$ cat config.mk
export PLATFORM = sky130hd
export DESIGN_NAME = ptse_ram
export DESIGN_NICKNAME = d
export VERILOG_FILES = /design/src/design/ptse_ram.sv
export SDC_FILE = /design/constraint.sdc
export NUM_CORES = 1
export LEC_CHECK = 0
export BUFFER_PORTS_ARGS = -buffer_cell sky130_fd_sc_hd__buf_2
export CAP_MARGIN = 5
export CORE_ASPECT_RATIO = 0.8
export CORE_UTILIZATION = 54
export CTS_CLUSTER_DIAMETER = 60
export DETAILED_ROUTE_END_ITERATION = 12
export HOLD_SLACK_MARGIN = 0.08
export PLACE_DENSITY_LB_ADDON = 0.2
export SETUP_SLACK_MARGIN = 0.2
export SLEW_MARGIN = 15
export SYNTH_ARGS = -nofsm -noshare
export SYNTH_HDL_FRONTEND = slang
export SYNTH_SLANG_ARGS = --single-unit
$ cat constraint.sdc
create_clock -name clk -period 2.2 [get_ports clk]
set_clock_uncertainty 0.2 [all_clocks]
set_input_delay 0.44 -clock clk [delete_from_list [all_inputs] [get_ports clk]]
set_output_delay 0.44 -clock clk [all_outputs]
set_load 0.05 [all_outputs]
$ cat src/design/ptse_ram.sv
// ----------------------------------------------------------------------------
// ptse_ram: generic single-port-write, single-port-read RAM
// One write and one registered read per cycle.
// ----------------------------------------------------------------------------
`default_nettype none
module ptse_ram #(
  parameter int WIDTH = 8,
  parameter int DEPTH = 16
) (
  input  wire logic                     clk,
  input  wire logic                     we,
  input  wire logic [$clog2(DEPTH)-1:0] waddr,
  input  wire logic [WIDTH-1:0]         wdata,
  input  wire logic [$clog2(DEPTH)-1:0] raddr,
  output logic      [WIDTH-1:0]         rdata
);
  logic [WIDTH-1:0] mem [DEPTH];

  always_ff @(posedge clk) begin
    if (we) begin
      mem[waddr] <= wdata;
    end
    rdata <= mem[raddr];
  end
endmodule
`default_nettype wire

==> metrics.txt <==
status=complete, but fails checks; failing checks=design-rule violations; Post-synth top flop=edfxtp_1; DP Wirelength=5680 µm; final wirelength=9030 µm; clock-pin slew on the worst setup and hold paths=0.05 ns; period utilization=0.762; CTS Sinks=136; Slew Viols, Final=0; cells along the critical path=buf_2 -> buf_12 -> mux4_1 -> a22oi_1 -> nand2_1; reg-to-reg setup timing slack=0.60 ns; Worst EP arrival=1.77 ns; top routing layer in use=met4; Critical Path RT=2.30 ns; area added between synthesis and finish=18.4%; Final Setup Violations=0; Die ar.=9930 µm²; # IOs=26; RSZ-0062 raised after global routing=no; min Tclk post-route=1.68 ns; Final Wtd Congestion=0.717; Setup TNS Final=0 ns; worst hold path class=input pin to register; H-tree depth=4; Max-Cap Viols=0; vias in the first global route=2,425; metal2 WL=4320 µm; Max stage delay on crit path=0.60 ns; Buf/Inv on CP=2; synth unique cells=19; mean post-synth cell area=22.5 µm²; synth cell count leaders=edfxtp_1 (128), mux4_2 (18), a22oi_1 (16); Crit Path Class=input pin to register; global-route wire length before repair=13,600 µm; worst skew pair latency=0.41 ns; metal3 WL=540 µm; Routed wire per std cell=21.8 µm; slowest stage cell on the critical path=mux4_1; area share of the largest cell type after synthesis=0.747; largest net degree at the start of global routing=33; CTS tree=yes; Mapped Area=5150 µm²; post-synth top area cell=edfxtp_1; Num CTS Buffers=17; root buf cell=clkbuf_16; die width=111 µm; syn nets=247; Fin. Hold Viols=0; DP Cell Count=382; pwr/cell area=960 nW/µm²; # nets final=304; worst-margin pin slew=0.366 ns; drt first-iter violations=186; Async S/R FF share, synth=0; GRT overflow=0; worst-path maximum fanout=13; initial core utilization=0.562; Clock Path Buffers=2; Worst setup EP type=register; Fill cells=607; leakage power=2.10 nW; hold buffers post-CTS=0; CP delay by family, top=multiplexers; sequential share of the synthesized area=0.778; fmax=597 MHz; initial antenna violation count=0; total track usage=0.207; layout cells sized above 1=0.318; Setup Fix Bufs, Post-CTS=0; Slew Limit Headroom=0.756; vias per inst=5.84; Max VDD drop=0.695 mV; drt first pass iters=8; Vias=2,419; main area contributors after synthesis=edfxtp_1 (75%), mux4_2 (7.9%), mux4_1 (7.1%); Met1 Wirelength=4010 µm; crit start category=input pin; Routed Antenna Nets=0; Post-synth EDFFs=128; Final Instance Count excl. Fillers=414; Yosys reg bits=136; count leader, synth=edfxtp_1; core area=9150 µm²; drt drc=6; die span in y=89.3 µm; n_diodes=0; Syn Inst Count=229; total power=5.85 mW; # resized after CTS=0; count of buffers from port buffering=25; Syn. warnings=0; row cnt=31
[layout make-up]
cell class	count	area (µm²)	share of cell area
repair buffers	48	335	0.0550
well taps	115	144	0.0236
clock inverters	11	106	0.0175
multi-input cells	83	1060	0.174
clock buffers	21	440	0.0723
flip-flops and latches	136	4000	0.657
[logic make-up after synthesis]
family / Yosys count / share of synthesized area
AOI/OAI and AO/OA: 16 / 0.0233
DFF: 136 / 0.778
and+or+nand+nor: 35 / 0.0318
muxes: 32 / 0.150
buffers and inverters: 10 / 0.0168
[flip-flops by register name (all words and copies together) (netlist names)]
signal / count
mem: 128
rdata: 8
[final timing paths]
kind              start         to  cells past startpoint
max            raddr[0]   rdata[1]                      5
min            wdata[4]  mem[2][4]                      1
max reg2reg   mem[6][1]   rdata[1]                      3
min reg2reg  mem[15][7]   rdata[7]                      3
[report_power, final]
| group | internal, mW | switching, mW | total (mW) |
|---|---|---|---|
| sequential | 2.90 | 0.0148 | 2.91 |
| combinational | 0.124 | 0.207 | 0.331 |
| clock | 1.64 | 0.961 | 2.61 |
[metrics by stage]
step / worst slack, ns / util / cell area [µm²] / hold slack [ns]
finish: 0.524 / 0.666 / 6090 / 0.205
global placement: 0.0965 / 0.606 / 5550 / 0.453
floorplan: 0.294 / - / 5150 / 0.339
global route: 0.497 / 0.666 / 6090 / 0.206
CTS: 0.523 / 0.666 / 6090 / 0.194
detailed placement: 0.114 / 0.606 / 5550 / 0.460
[layout by cell type (no fill, tap or decap)]
| cell | count |
|---|---|
| edfxtp_1 | 128 |
| buf_2 | 25 |
| buf_4 | 20 |
| mux4_2 | 18 |
| clkbuf_16 | 17 |
| a22oi_1 | 16 |
| mux4_1 | 14 |
| nor2_1 | 13 |
| nand2_1 | 9 |
| dfxtp_1 | 8 |
| clkinv_2 | 7 |
| clkbuf_1 | 4 |
| nor3_1 | 3 |
| buf_12 | 3 |
| nand3b_1 | 2 |
| nand2b_1 | 2 |
| bufinv_16 | 2 |
| nor2b_1 | 1 |
| and2_1 | 1 |
| and2b_1 | 1 |
| nand3_1 | 1 |
| or3b_2 | 1 |
| nor3_2 | 1 |
| clkinv_1 | 1 |
| clkinvlp_4 | 1 |
[routing by layer]
metal,vias to the layer above,global-route usage
li1,1085,-
met5,-,0
met4,0,0.107
met3,13,0.0590
met2,76,0.333
met1,1245,0.265
Note: power is estimated with default switching activity, not from simulation.
